## src/sv/hsct_ram.sv

```systemverilog
module hsct_ram #(
	parameter int WIDTH = 8,
	parameter int DEPTH = 16
) (
	input  logic                     clk,
	input  logic                     we,
	input  logic [$clog2(DEPTH)-1:0] waddr,
	input  logic [WIDTH-1:0]         wdata,
	input  logic [$clog2(DEPTH)-1:0] raddr,
	output logic [WIDTH-1:0]         rdata
);
	logic [WIDTH-1:0] mem [DEPTH];

	always_ff @(posedge clk) begin
		if (we) begin
			mem[waddr] <= wdata;
		end
		rdata <= mem[raddr];
	end
endmodule

```

## config.mk

```make
export PLATFORM = sky130hd
export DESIGN_NAME = hsct_ram
export DESIGN_NICKNAME = d
export VERILOG_FILES = /design/src/sv/hsct_ram.sv
export SDC_FILE = /design/constraint.sdc
export NUM_CORES = 1
export LEC_CHECK = 0
export BUFFER_PORTS_ARGS = -buffer_cell sky130_fd_sc_hd__buf_2
export CORE_AREA = 2 2 101 103
export CTS_CLUSTER_DIAMETER = 80
export DETAILED_ROUTE_END_ITERATION = 12
export DIE_AREA = 0 0 103 105
export HOLD_SLACK_MARGIN = 0.05
export PLACE_DENSITY = 0.78
export SYNTH_ARGS = -nofsm -noshare
export SYNTH_HDL_FRONTEND = slang
export SYNTH_SLANG_ARGS = --single-unit
```

## constraint.sdc

```tcl
create_clock -name clk -period 1.9 [get_ports clk]
set_input_delay 0.38 -clock clk [delete_from_list [all_inputs] [get_ports clk]]
set_output_delay 0.38 -clock clk [all_outputs]
set_load 0.01 [all_outputs]
```

# [Word-level counts from Yosys, hierarchy flattened]
# Memories as Yosys holds them, arrays and structs flattened. A register that Yosys moved wholly into a read port is not among the register bits.
# Cells that the tools add are included.
[totals] register_bits=0 ramBits=128 input_bits=18 out_inout_bits=8 elab_cells=3 n_memories=1
[mem_list] name="mem" depth=16 word_bits=8 read_ports=1 rd_ports_with_merged_regs=1 wr=1 line_no="12" text="logic [WIDTH-1:0] mem [DEPTH];"
[classes] mux=2
[ops] op="2-to-1 mux 1 bit" n=2

# [Logic depth before layout (Yosys ltp)]
[logic_depth] depth_word=2 mapped_depth=5 mapped_depth_nobuf=3

# [Worst setup path before layout]
# No wires, ideal clock.
[synth_timing] path_type="input -> register" startpoint="input waddr[2]" endpoint="memory mem[0][0], enable pin" setup_time_ps=383 arrival_ps=1490 required_ps=1517 slack_ps=27 stages=2 n_path_buf=0 path_cell_list="or3b_2 > nor3_1"
[synth_lines] element="from (decl)" line_no="7" text="input logic [$clog2(DEPTH)-1:0] waddr,"
[synth_lines] element="to (decl)" line_no="12"
# Straight into the memory's write port.

==> metrics.txt <==
antenna violations before repair 0; clock tree skew after final layout 0.00470 ns; peak ir drop on the vdd network 638 uV; share of layout cells above drive strength 1 32.9%; CP Capture Type flip-flop; overall routed net length 9850 um; startpoint type of the worst setup path flip-flop; reg2reg start mem[0][2]; global router's overall resource usage 20.5%; Setup WS pre-CTS 0.0781 ns; Syn-to-layout area delta 20.2%; post-route setup TNS 0 ns; hold bufs inserted after CTS 0; final hold slack 0.251 ns; clock buffer depth 2; clock transition at the registers of the reported paths 0.06 ns; routed wire length per instance 22.7 um; CORE AREA 9640 um^2; total vias in the final route 2489; launch point of the worst hold path wdata[5]; Max-Cap Viols 0; CTS Root Cell sky130_fd_sc_hd__clkbuf_8; worst hold-check path type primary input to flip-flop; num rows 36; Post-Syn Nets 247; final worst setup slack 0.489 ns; router iterations before antenna repair 4; Post-layout nets 306; result of the run completed; proportion of netlist area held by the largest area contributor 74.7%; worst setup path category flip-flop to flip-flop; post-route DRC violation count 0; Clock Sink Count 136; final design instance area without fill 6190 um^2; Critical Path Fanout Max 1; GR Layer Usage met2 32.7%; via count of the first global-routing pass 2691; maximum number of pins on one net before global-route repair 19; share of the yosys chip area belonging to registers 77.8%; synth top area cells sky130_fd_sc_hd__edfxtp_1 75%, sky130_fd_sc_hd__mux4_2 7.9%, sky130_fd_sc_hd__mux4_1 7.1%; Die Outline Area 10800 um^2; vertical die dimension 105 um; placed cell areas 5590 um^2; fin crit share 74.3%; number of synthesized flops with an enable pin 128; critical path data arrival time 1.81 ns; share of synthesized flip-flops with an asynchronous set or reset 0%; Clock H-tree levels 4; met3 Track Usage GR 5.95%; quantity of gates resized following cts 0; cell area after technology mapping 5150 um^2; final number of setup-violating endpoints 0; first-pass GRT wire length 15400 um; vias per inst 5.74; minimum clock period after layout 1.41 ns; Most Crowded Layer GR met2; hold violation count in the final report 0; Synth cell types 19; most instantiated flip-flop cell in the synthesis netlist sky130_fd_sc_hd__edfxtp_1; crit path launch mem[0][2]; initial core utilization 53.4%; Rel. slew slack 57.3%; static leakage power 0.00214 uW; commonest cells in the synthesized netlist 128 x sky130_fd_sc_hd__edfxtp_1, 18 x sky130_fd_sc_hd__mux4_2, 16 x sky130_fd_sc_hd__a22oi_1; total global routing overflow 0; antenna violation net count after detailed routing 0; overall die width 103 um; count of final max-slew check failures 0; Buffers on Ports 25; sum of net half-perimeters after detailed placement 6210 um; clock latency at the later pin of the worst-skew pair 0.52 ns; Ports 26; cell type contributing the most total cell area after synthesis sky130_fd_sc_hd__edfxtp_1; unrepaired setup endpoints after global routing no; most instantiated library cell after synthesis sky130_fd_sc_hd__edfxtp_1; met1 usage in global routing 26.9%; placer congestion estimate 0.771; required time at the endpoint of the critical path 2.30 ns; maximum frequency from static timing analysis 709 MHz; power density of the placed cells 1130 nW/um^2; final core area utilization 64.2%; total CTS buffers 17; slack of the worst reg-to-reg path 0.49 ns; #FFs+latches synth 136; total setup buffers inserted after CTS 0; Syn Area/Cell 22.5 um^2; cell count after synthesis 229; diode insertion count for antenna repair 0; pin slew with the least headroom to its limit 0.639 ns; Filler cells 657; TritonCTS clock tree built; Synthesis Warnings 0; Iteration-0 DRC Markers 231
==> layout by cell type (no fill, tap or decap), types with 8 or more instances in the layout <==
cell	count
sky130_fd_sc_hd__edfxtp_1	128
sky130_fd_sc_hd__buf_2	25
sky130_fd_sc_hd__buf_4	21
sky130_fd_sc_hd__mux4_2	18
sky130_fd_sc_hd__a22oi_1	16
sky130_fd_sc_hd__clkbuf_16	16
sky130_fd_sc_hd__mux4_1	14
sky130_fd_sc_hd__nor2_1	13
sky130_fd_sc_hd__nand2_1	9
sky130_fd_sc_hd__dfxtp_1	8
==> routing by layer <==
| layer | up-vias | share of wire (%) |
|---|---|---|
| met5 | - | 0 |
| li1 | 1089 | - |
| met4 | 0 | 1.2 |
| met3 | 10 | 6.6 |
| met2 | 96 | 52 |
| met1 | 1294 | 40 |
==> per-stage QoR <==
stage                     cells  total power (uW)
after floorplan             229              3610
after global placement      402              3750
after detailed placement    402              3770
after CTS                   434              7040
after global routing        434              7190
final                       434              6980
==> where the power goes <==
part / switching [uW] / total [uW] / internal [uW]
logic: 186 / 332 / 146
clock network: 1170 / 3280 / 2110
registers: 16.4 / 3370 / 3350
==> final cells by class <==
type / count / area [um^2] / area share, %
sequential: 136 / 4000 / 64.7
multi-input combinational: 83 / 1060 / 17.1
clock buffer: 18 / 418 / 6.75
timing repair buffer: 50 / 363 / 5.86
clock inverter: 14 / 181 / 2.93
tap: 133 / 166 / 2.69
==> worst paths after layout <==
check / to / cells after the start
worst max-delay path: rdata[2] / 3
worst min-delay path: mem[12][5] / 1
worst min register to register: rdata[6] / 3
worst max register to register: rdata[2] / 3
==> registers in the layout (all words and copies together) (netlist names) <==
signal / count
mem: 128
rdata: 8
==> cells by family after synthesis <==
group,Yosys count,synth area share (%)
compound gates,16,2.33
buf+inv,10,1.68
flops,136,77.8
mux,32,15.0
simple gates,35,3.18
==> worst max-delay path, stage by stage, from the launching register on <==
cell and delay [ns]:
sky130_fd_sc_hd__edfxtp_1 0.39, sky130_fd_sc_hd__mux4_1 0.50, sky130_fd_sc_hd__a22oi_1 0.30, sky130_fd_sc_hd__nand2_1 0.10
Note: power is estimated with default switching activity, not from simulation.
