**src/sv/hsct_div.sv**
```systemverilog
// Restoring divider, one quotient bit per cycle, 48 by 32 bits.
module hsct_div (
	input  logic        clk,
	input  logic        arst_n,
	input  logic        go,
	input  logic [47:0] dividend,
	input  logic [31:0] divisor,
	output logic        done,
	output logic [47:0] quotient
);
	logic [5:0]  cnt_q;
	logic        run_q;
	logic [47:0] quo_q;
	logic [32:0] rem_q;
	logic [31:0] dsr_q;
	logic [32:0] shifted;
	logic [32:0] diff;

	assign shifted  = {rem_q[31:0], quo_q[47]};
	assign diff     = shifted - {1'b0, dsr_q};
	assign quotient = quo_q;

	always_ff @(posedge clk or negedge arst_n) begin
		if (!arst_n) begin
			run_q <= 1'b0;
			cnt_q <= '0;
			done  <= 1'b0;
		end else begin
			done <= 1'b0;
			if (go) begin
				run_q <= 1'b1;
				cnt_q <= 6'd0;
			end else if (run_q) begin
				cnt_q <= cnt_q + 6'd1;
				if (cnt_q == 6'd47) begin
					run_q <= 1'b0;
					done  <= 1'b1;
				end
			end
		end
	end

	always_ff @(posedge clk) begin
		if (go) begin
			quo_q <= dividend;
			rem_q <= '0;
			dsr_q <= divisor;
		end else if (run_q) begin
			if (!diff[32]) begin
				rem_q <= diff;
				quo_q <= {quo_q[46:0], 1'b1};
			end else begin
				rem_q <= shifted;
				quo_q <= {quo_q[46:0], 1'b0};
			end
		end
	end
endmodule

```
**config.mk**
```make
export PLATFORM = sky130hd
export DESIGN_NAME = hsct_div
export DESIGN_NICKNAME = d
export VERILOG_FILES = /design/src/sv/hsct_div.sv
export SDC_FILE = /design/constraint.sdc
export NUM_CORES = 1
export LEC_CHECK = 0
export BUFFER_PORTS_ARGS = -buffer_cell sky130_fd_sc_hd__buf_2
export CORE_MARGIN = 5
export CORE_UTILIZATION = 60
export CTS_CLUSTER_SIZE = 8
export DETAILED_ROUTE_END_ITERATION = 10
export GPL_ROUTABILITY_DRIVEN = 0
export PLACE_DENSITY = 0.95
export SLEW_MARGIN = 0
export SYNTH_ARGS = -nofsm -noshare
export SYNTH_HDL_FRONTEND = slang
export SYNTH_SLANG_ARGS = --single-unit
```
**constraint.sdc**
```tcl
create_clock -name clk -period 5.44 [get_ports clk]
set_input_delay 0.544 -clock clk [delete_from_list [all_inputs] [get_ports clk]]
set_output_delay 0.544 -clock clk [all_outputs]
set_load 0.01 [all_outputs]
```
**Yosys cells after proc, flatten, opt, wreduce, memory -nomap -nowiden**

Index checks and enable logic that the tools add are counted.

- Bits in registers: 120
- Latch bits: 0
- Bits in writable memories: 0
- Memory bits (read-only): 0
- Bits of input ports: 83
- Logic and storage cells: 22
- Memories kept: 0

- $add $sub $neg: 2
- Multipliers: 0
- Div/mod/pow operators: 0
- Order comparisons: 0
- Eq/ne operators: 1
- Shift-type cells: 0
- Multiplexer cells: 12
- Bitwise operators: 0
- Reduce and logical (&&, ||, !) cells: 1

Operators by type and width:

| cell | count |
|---|---|
| two-way mux 48 bit | 2 |
| subtractor 33 x 32 -> 33 bit | 1 |
| two-way mux 32 bit | 1 |
| two-way mux 6 bit | 2 |
| two-way mux 1 bit | 7 |
| adder 6 x 1 -> 6 bit (second input constant) | 1 |
| equality test 6 bit (second input constant) | 1 |
| nonzero test 2 bit | 1 |

**Longest topological paths before layout**

Gate-level depths: netlist of the first run.

- Word-level depth: 4
- Depth in mapped cells: 13
- Mapped depth without buffers: 12

**Least setup slack after synthesis of the first run**

No wires, ideal clock.

- Kind: register to register
- From: reg quo_q[47], in the netlist quotient[47]
- To: reg rem_q[30]
- Setup time: 0.171 ns
- Data arrival time: 2.851 ns
- Data required time: 5.269 ns
- Setup slack: 2.418 ns
- Cell stages (with the launch flop): 13
- Path buffers: 1
- Clock period less this slack: 3.022 ns
- Cells stage by stage: edfxtp_1 inv_1 ha_1 fa_1 nand2b_1 a211oi_1 o211ai_1 a21oi_2 o32ai_4 xnor2_2 buf_2 mux2i_1 o22ai_1

- Word-level cells in the longest chain between the ends: 2

Ends and longest elaborated chain:

| item | line | source |
|---|---|---|
| start: declaration | 13 | `logic [47:0] quo_q;` |
| start signal: assignment | 45 | `quo_q <= dividend;` |
| start signal: assignment | 51 | `quo_q <= {quo_q[46:0], 1'b1};` |
| start signal: assignment | 54 | `quo_q <= {quo_q[46:0], 1'b0};` |
| subtractor 33 x 32 -> 33 bit | 20 | `assign diff = shifted - {1'b0, dsr_q};` |
| two-way mux 32 bit | 49 | `if (!diff[32]) begin` |
| end signal: assignment | 50 | `rem_q <= diff;` |
| end signal: assignment | 53 | `rem_q <= shifted;` |
| end: declaration | 14 | `logic [32:0] rem_q;` |

No other way between the ends.
A chain may end at the register's enable or synchronous reset.

**Worst setup path after layout of the first run**

- From: reg quo_q[47], in the netlist quotient[47]
- To: reg rem_q[8]

Same word-level chain as after synthesis.

==> run_results.csv, run 1 <==
group,metric,value,unit
run_status,outcome,"finished clean",
hold_path,min-delay-start,"divisor[3]",
yosys,synth-compound-area-share,0.1547,
floorplanning,die_h,115.1,um
grt,grt_usage,0.2557,
floorplanning,io_pins,132,
layout,most-common-layout-cells,"130 x buf_2, 80 x edfxtp_1, 64 x nand2_1",
yosys,syn_nets,745,
timing,setup_violations,0,
layout,drive_above_1_share,0.2947,
yosys,yosys.area_share.simple,0.1209,
timing,tns,0,ns
clock_tree,cts_tree,"built",
clock_tree,cts_inserted_buffers,17,
placement,dp_slack,1.523,ns
timing,rsz0062_at_grt,"false",
timing,worst_slack,1.442,ns
drt,drc,0,
timing,maxSlewHeadroom,0.2126,
power_and_ir_drop,p_total,3.876,mW
timing,worst_slew_pin_slew,1.181,ns
timing,fin_crit,3.998,ns
grt,grt_max_degree,77,
floorplanning,core_area,10840,um2
critical_path,critPathMaxFanout,18,
critical_path,critPathRequiredTime,5.88,ns
yosys,synthArstFlopShare,0.06667,
drt,ant_nets,0,
drt,viasPerCell,5.964,
yosys,synth_area,6631,um2
yosys,synth_adder_area_share,0.06528,
timing,fmax,250.1,MHz
clock_tree,path_clk_slew,0.07,ns
clock_tree,clock-root-buffer,"clkbuf_8",
grt,gr-total-overflow,0,
yosys,synthFlopType,"edfxtp_1",
yosys,synth-xor-area-share,0.04189,
grt,antenna_found_initial,0,
layout,nNetsFinal,871,
floorplanning,fp.dieW,115.1,um
drt,via_count,5409,
hold_path,min_path_type,"primary input to flop",
critical_path,startpoint_type,"flop",
power_and_ir_drop,p_per_area,484.7,nW/um2
critical_path,path_class,"flop to flop",
timing,hold_viol,0,
clock_tree,worstSkewPairLatency,0.54,ns
drt,first_pass_iters,5,
yosys,synth_edf_count,80,
clock_tree,clkSinkCount,120,
job,max_cap_violations,0,
yosys,seq_area_frac_synth,0.4891,
yosys,ys_seq_elements,120,
drt,wl_per_cell,17.96,um
placement,io_buffers,131,
yosys,postSynthAreaPerCell,10.56,um2
timing,fin_crit_sh,0.7349,
critical_path,worstPathArrival,4.44,ns
placement,hpwl,11140,um
yosys,synth_cells,628,
layout,diodes,0,
timing,finalClockSkew,0.01078,ns
grt,grt_pass1_vias,5638,
layout,mostFrequentLayoutCell,"buf_2",
yosys,muxShareOfSynthArea,0.08434,
power_and_ir_drop,irDropWorstVdd,0.0003685,V
timing,finalMaxSlewViolations,0,
layout,stdcell_area,7998,um2
floorplanning,die_area,13250,um2
power_and_ir_drop,p_leak,3.426,nW
clock_tree,cts_max_level,4,
layout,syn2layout_area_growth,20.60,%
critical_path,cp-startpoint,"quotient[47]$_DFFE_PP_",
drt,drt_iter0_markers,396,
clock_tree,post-cts-setup-buffers,0,
clock_tree,cts_max_path_buffers,2,
placement,placed_area,7363,um2
floorplanning,fp-row-count,38,
floorplanning,initial_core_util,0.6117,
drt,drt_wl_total,16290,um
critical_path,regToRegStartpoint,"quotient[47]$_DFFE_PP_",
yosys,yosysUniqueCellTypes,64,
grt,grt_pass1_wl,26670,um
yosys,synth_top_family_by_area,"compound AO/OA/AOI/OAI gates",
critical_path,cp-end-kind,"flop",
timing,whs,0.1747,ns
yosys,yosysWarnings,0,
timing repair:
action                    in CTS  in global routing
hold endpoints to repair       8                  0
resized for setup              0                  0
hold buffers                   1                  0
kinds of logic after synthesis:
family                   after synthesis
multiplexers                          50
adder cells (fa/ha/maj)               34
flip-flops                           120
XOR/XNOR                              30
AND/OR/NAND/NOR                      175
AO/OA/AOI/OAI                        148
buffers and inverters                 71
synthesized netlist by cell type, types with 9 or more instances:
| cell | count | area [um2] |
|---|---|---|
| nand3_1 | 9 | 45.04 |
| dfxtp_1 | 32 | 640.6 |
| inv_1 | 41 | 153.9 |
| mux2_2 | 47 | 529.3 |
| xnor2_1 | 18 | 157.7 |
| a311oi_1 | 18 | 157.7 |
| a21oi_1 | 37 | 185.2 |
| nor2_1 | 49 | 183.9 |
| xor2_1 | 10 | 87.58 |
| o21ai_0 | 19 | 95.09 |
| nor3_1 | 11 | 55.05 |
| clkbuf_1 | 16 | 60.06 |
| nand4_1 | 9 | 56.30 |
| o21ai_1 | 11 | 55.05 |
| nand2_1 | 64 | 240.2 |
| ha_1 | 33 | 412.9 |
| edfxtp_1 | 80 | 2402 |
worst max-delay path: stages (launching register included):
cell,delay [ns]
edfxtp_1,0.37
inv_1,0.06
ha_1,0.22
fa_1,0.40
nand2b_1,0.22
a211oi_1,0.42
o211ai_1,0.23
a21oi_2,0.24
o32ai_4,0.16
xnor2_2,0.76
buf_4,0.38
and2_1,0.16
a31oi_1,0.04
a211oi_1,0.25
worst paths after layout:
kind	endpoint	slack, ns	cells past startpoint
min in group asynchronous	cnt_q[3]$_DFFE_PN0P_	0.39	2
hold / removal	dsr_q[3]$_DFFE_PP_	0.17	1
setup / recovery	rem_q[8]$_SDFFE_PP0P_	1.44	13
hold reg to reg	rem_q[26]$_SDFFE_PP0P_	0.48	2
setup reg to reg	rem_q[8]$_SDFFE_PP0P_	1.44	13
max in group asynchronous	run_q$_DFF_PN0_	4.86	2
power by group:
part | internal (mW) | total, mW | leakage [nW] | switching (mW)
Clock | 0.760 | 1.19 | 0.303 | 0.431
Combinational | 0.588 | 1.41 | 1.94 | 0.825
Sequential | 1.15 | 1.27 | 1.19 | 0.122
area by class of cell:
type | count | area [um2]
flip-flops and latches | 120 | 3244
inverters | 42 | 157.7
clock buffers | 18 | 427.9
fillers | 713 | 2843
repair buffers | 136 | 698.2
well taps | 140 | 175.2
clock inverters | 14 | 196.4
multi-input cells | 437 | 3098
per-layer routing:
layer	wire length, um	GRT usage	vias up
met1	6464	0.2902	2578
met3	1324	0.08789	43
met5	0	0	-
li1	-	-	2560
met2	8121	0.4336	228
met4	376	0.1197	0
metrics by stage:
step           utilization  std cells
3_3_place_gp        0.6792        874
3_5_place_dp        0.6792        874
2_1_floorplan            -        628
4_1_cts             0.7378        907
6_report            0.7378        907
5_1_grt             0.7378        907
state kept, by name, summed over array words and instances (netlist names):
signal,flops
quotient,48
rem_q,32
cnt_q,6
done,1
run_q,1
dsr_q,32
Note: power is estimated with default switching activity, not from simulation.
==> inputs of run 2 (changes only) <==
--- a/config.mk
+++ b/config.mk
@@ -5,13 +5,14 @@
 export SDC_FILE = /design/constraint.sdc
 export NUM_CORES = 1
 export LEC_CHECK = 0
+export ABC_AREA = 1
 export BUFFER_PORTS_ARGS = -buffer_cell sky130_fd_sc_hd__buf_2
 export CORE_MARGIN = 5
-export CORE_UTILIZATION = 60
+export CORE_UTILIZATION = 57
 export CTS_CLUSTER_SIZE = 8
 export DETAILED_ROUTE_END_ITERATION = 10
 export GPL_ROUTABILITY_DRIVEN = 0
-export PLACE_DENSITY = 0.95
+export PLACE_DENSITY = 0.9
 export SLEW_MARGIN = 0
 export SYNTH_ARGS = -nofsm -noshare
 export SYNTH_HDL_FRONTEND = slang
==> constraint.sdc (replaced) <==
create_clock -name clk -period 4.1 [get_ports clk]
set_input_delay 0.41 -clock clk [delete_from_list [all_inputs] [get_ports clk]]
set_output_delay 0.41 -clock clk [all_outputs]
set_load 0.01 [all_outputs]
==> run_results.csv, run 2 <==
group,metric,value,unit
run_status,outcome,"finished clean",
layout,syn2layout_area_growth,17.47,%
clock_tree,cts_max_path_buffers,2,
grt,gr-total-overflow,0,
power_and_ir_drop,p_per_area,359.6,nW/um2
drt,via_count,7178,
yosys,synth_area,7642,um2
yosys,yosys.area.top_type,"edfxtp_1",
floorplanning,fp-row-count,42,
yosys,synth.top_cells.by_area,"edfxtp_1 31%, nand2_1 25%, inv_1 11%",
drt,first_pass_iters,5,
timing,finalClockSkew,0.007834,ns
layout,drive_above_1_share,0.1538,
critical_path,cp-startpoint,"quotient[47]$_DFFE_PP_",
timing,fin_crit_sh,0.6290,
yosys,seq_area_frac_synth,0.4244,
floorplanning,die_h,125.8,um
clock_tree,worstSkewPairLatency,0.42,ns
placement,dp.cells,1398,
layout,mostFrequentLayoutCell,"nand2_1",
drt,drc,0,
hold_path,min_path_type,"primary input to flop",
yosys,synth_edf_count,80,
critical_path,cp-end-kind,"flop",
critical_path,critPathRequiredTime,4.42,ns
critical_path,path_class,"flop to flop",
layout,fill_cells,1074,
yosys,synth_cells,1109,
clock_tree,cts_tree,"built",
clock_tree,hold_buffers,1,
timing,fmax,387.7,MHz
yosys,synthFlopType,"edfxtp_1",
hold_path,worst_hold_path.endpoint,"dsr_q[25]$_DFFE_PP_",
timing,tns,0,ns
floorplanning,io_pins,132,
power_and_ir_drop,p_leak,5.052,nW
clock_tree,post-cts-setup-buffers,0,
grt,grt_pass1_wl,31140,um
yosys,synth_most_common_cell,"nand2_1",
timing,hold_viol,0,
timing,fin_crit,2.579,ns
yosys,synth.top_cell.area_share,0.3143,
clock_tree,clkSinkCount,120,
yosys,yosysUniqueCellTypes,34,
floorplanning,core_area,13190,um2
clock_tree,cts_max_level,4,
yosys,ys_seq_elements,120,
floorplanning,initial_core_util,0.5794,
timing,setup_violations,0,
grt,grt_usage,0.2391,
timing,rsz0062_at_grt,"false",
floorplanning,die_area,15820,um2
clock_tree,clock-root-buffer,"clkbuf_16",
drt,wl_per_cell,12.95,um
critical_path,ff2ff_setup_slack,1.52,ns
layout,nNetsFinal,1359,
critical_path,reg2reg_depth,16,
clock_tree,cts_inserted_buffers,17,
drt,drt_iter0_markers,485,
drt,viasPerCell,5.013,
power_and_ir_drop,p_total,3.228,mW
yosys,ys_top_cells_by_count,"517 x nand2_1, 214 x inv_1, 80 x edfxtp_1",
grt,antenna_found_initial,1,
grt,grt_max_degree,56,
layout,final_cells,1432,
timing,finalMaxSlewViolations,0,
job,max_cap_violations,0,
yosys,postSynthAreaPerCell,6.891,um2
yosys,syn_nets,1226,
critical_path,critPathMaxFanout,33,
yosys,synthArstFlopShare,0.06667,
layout,final_core_util,0.6806,
floorplanning,fp.dieW,125.8,um
clock_tree,path_clk_slew,0.06,ns
drt,drt_wl_total,18540,um
critical_path,worstPathArrival,2.90,ns
hold_path,hold_depth,1,
timing,maxSlewHeadroom,0.3423,
critical_path,regToRegStartpoint,"quotient[47]$_DFFE_PP_",
critical_path,startpoint_type,"flop",
clock_tree,post_cts_resized,0,
placement,hpwl,13610,um
timing,worst_slew_pin_slew,0.9851,ns
power_and_ir_drop,irDropWorstVdd,0.0002809,V
yosys,yosysWarnings,0,
hold_path,min-delay-start,"divisor[25]",
grt,grt_pass1_vias,6946,
drt,ant_nets,0,
critical_path,rr_endpoint,"rem_q[29]$_SDFFE_PP0P_",
layout,most-common-layout-cells,"517 x nand2_1, 213 x inv_1, 131 x buf_2",
placement,io_buffers,131,
layout,largest_reg_flops,48,
==> run 2: changes by cell type after synthesis, moves of 9 or more <==
cell / change
a21oi_1: -17
inv_1: +173
nand2_1: +453
o21ai_0: -12
mux2_2: -47
a311oi_1: -18
nand2_2: +12
o21ai_1: -9
nand3_1: +48
==> run 2: how the worst max path moves through the flow <==
stage / cells past startpoint / slack, ns / to
3_3_place_gp: 5 / 1.49 / quotient[47]$_DFFE_PP_
6_report: 16 / 1.52 / rem_q[29]$_SDFFE_PP0P_
4_1_cts: 16 / 1.53 / rem_q[29]$_SDFFE_PP0P_
3_5_place_dp: 5 / 1.41 / quotient[8]$_DFFE_PP_
5_1_grt: 17 / 1.26 / rem_q[1]$_SDFFE_PP0P_
2_1_floorplan: 16 / 1.80 / quotient[0]$_DFFE_PP_
==> run 2: layer usage <==
layer / global-route usage / wire length [um]
met1: 0.2795 / 7486
met2: 0.4163 / 8993
met3: 0.07324 / 1513
met4: 0.08580 / 549
met5: 0 / 0
==> run 2: logic make-up after synthesis <==
group / count (synthesis) / share of synthesized area
AND/OR/NAND/NOR: 668 / 0.3540
flip-flops: 120 / 0.4244
buffers and inverters: 240 / 0.1257
AO/OA/AOI/OAI: 32 / 0.02210
XOR/XNOR: 15 / 0.01719
adder cells (fa/ha/maj): 34 / 0.05665
==> run 2: power by group <==
group	switching (mW)	internal [mW]
clock	0.563	0.837
sequential	0.0420	1.38
combinational	0.251	0.154
==> run 2: metrics by stage <==
step	cell area [um2]	hold WS, ns	worst slack, ns
2_1_floorplan	7642	0.1144	1.797
3_3_place_gp	8411	0.2590	1.490
3_5_place_dp	8411	0.2627	1.406
4_1_cts	8975	0.1499	1.529
5_1_grt	8977	0.1375	1.261
6_report	8977	0.1610	1.521
==> run 2: cell type report <==
type / instances / area [um2] / area share
Multi-Input combinational cell: 749 / 3443 / 0.3836
Sequential cell: 120 / 3243 / 0.3613
Inverter: 218 / 818.3 / 0.09115
Timing Repair Buffer: 136 / 695.7 / 0.07749
Clock buffer: 19 / 432.9 / 0.04822
Tap cell: 176 / 220.2 / 0.02453
Clock inverter: 13 / 121.4 / 0.01352
Antenna cell: 1 / 2.502 / 0.0002787
==> run 2: critical path: stages, from the launching register on <==
cell and delay [ns]:
edfxtp_1 0.33, inv_1 0.05, ha_1 0.22, fa_1 0.41
inv_1 0.09, nand2_1 0.05, nand2_1 0.10, nand3_1 0.10
nand2_2 0.11, nand2_1 0.07, nand2_2 0.08, nand2_2 0.07
nand2_2 0.10, nand2_2 0.07, nand2_4 0.31, nor2_1 0.09
o21ai_0 0.24
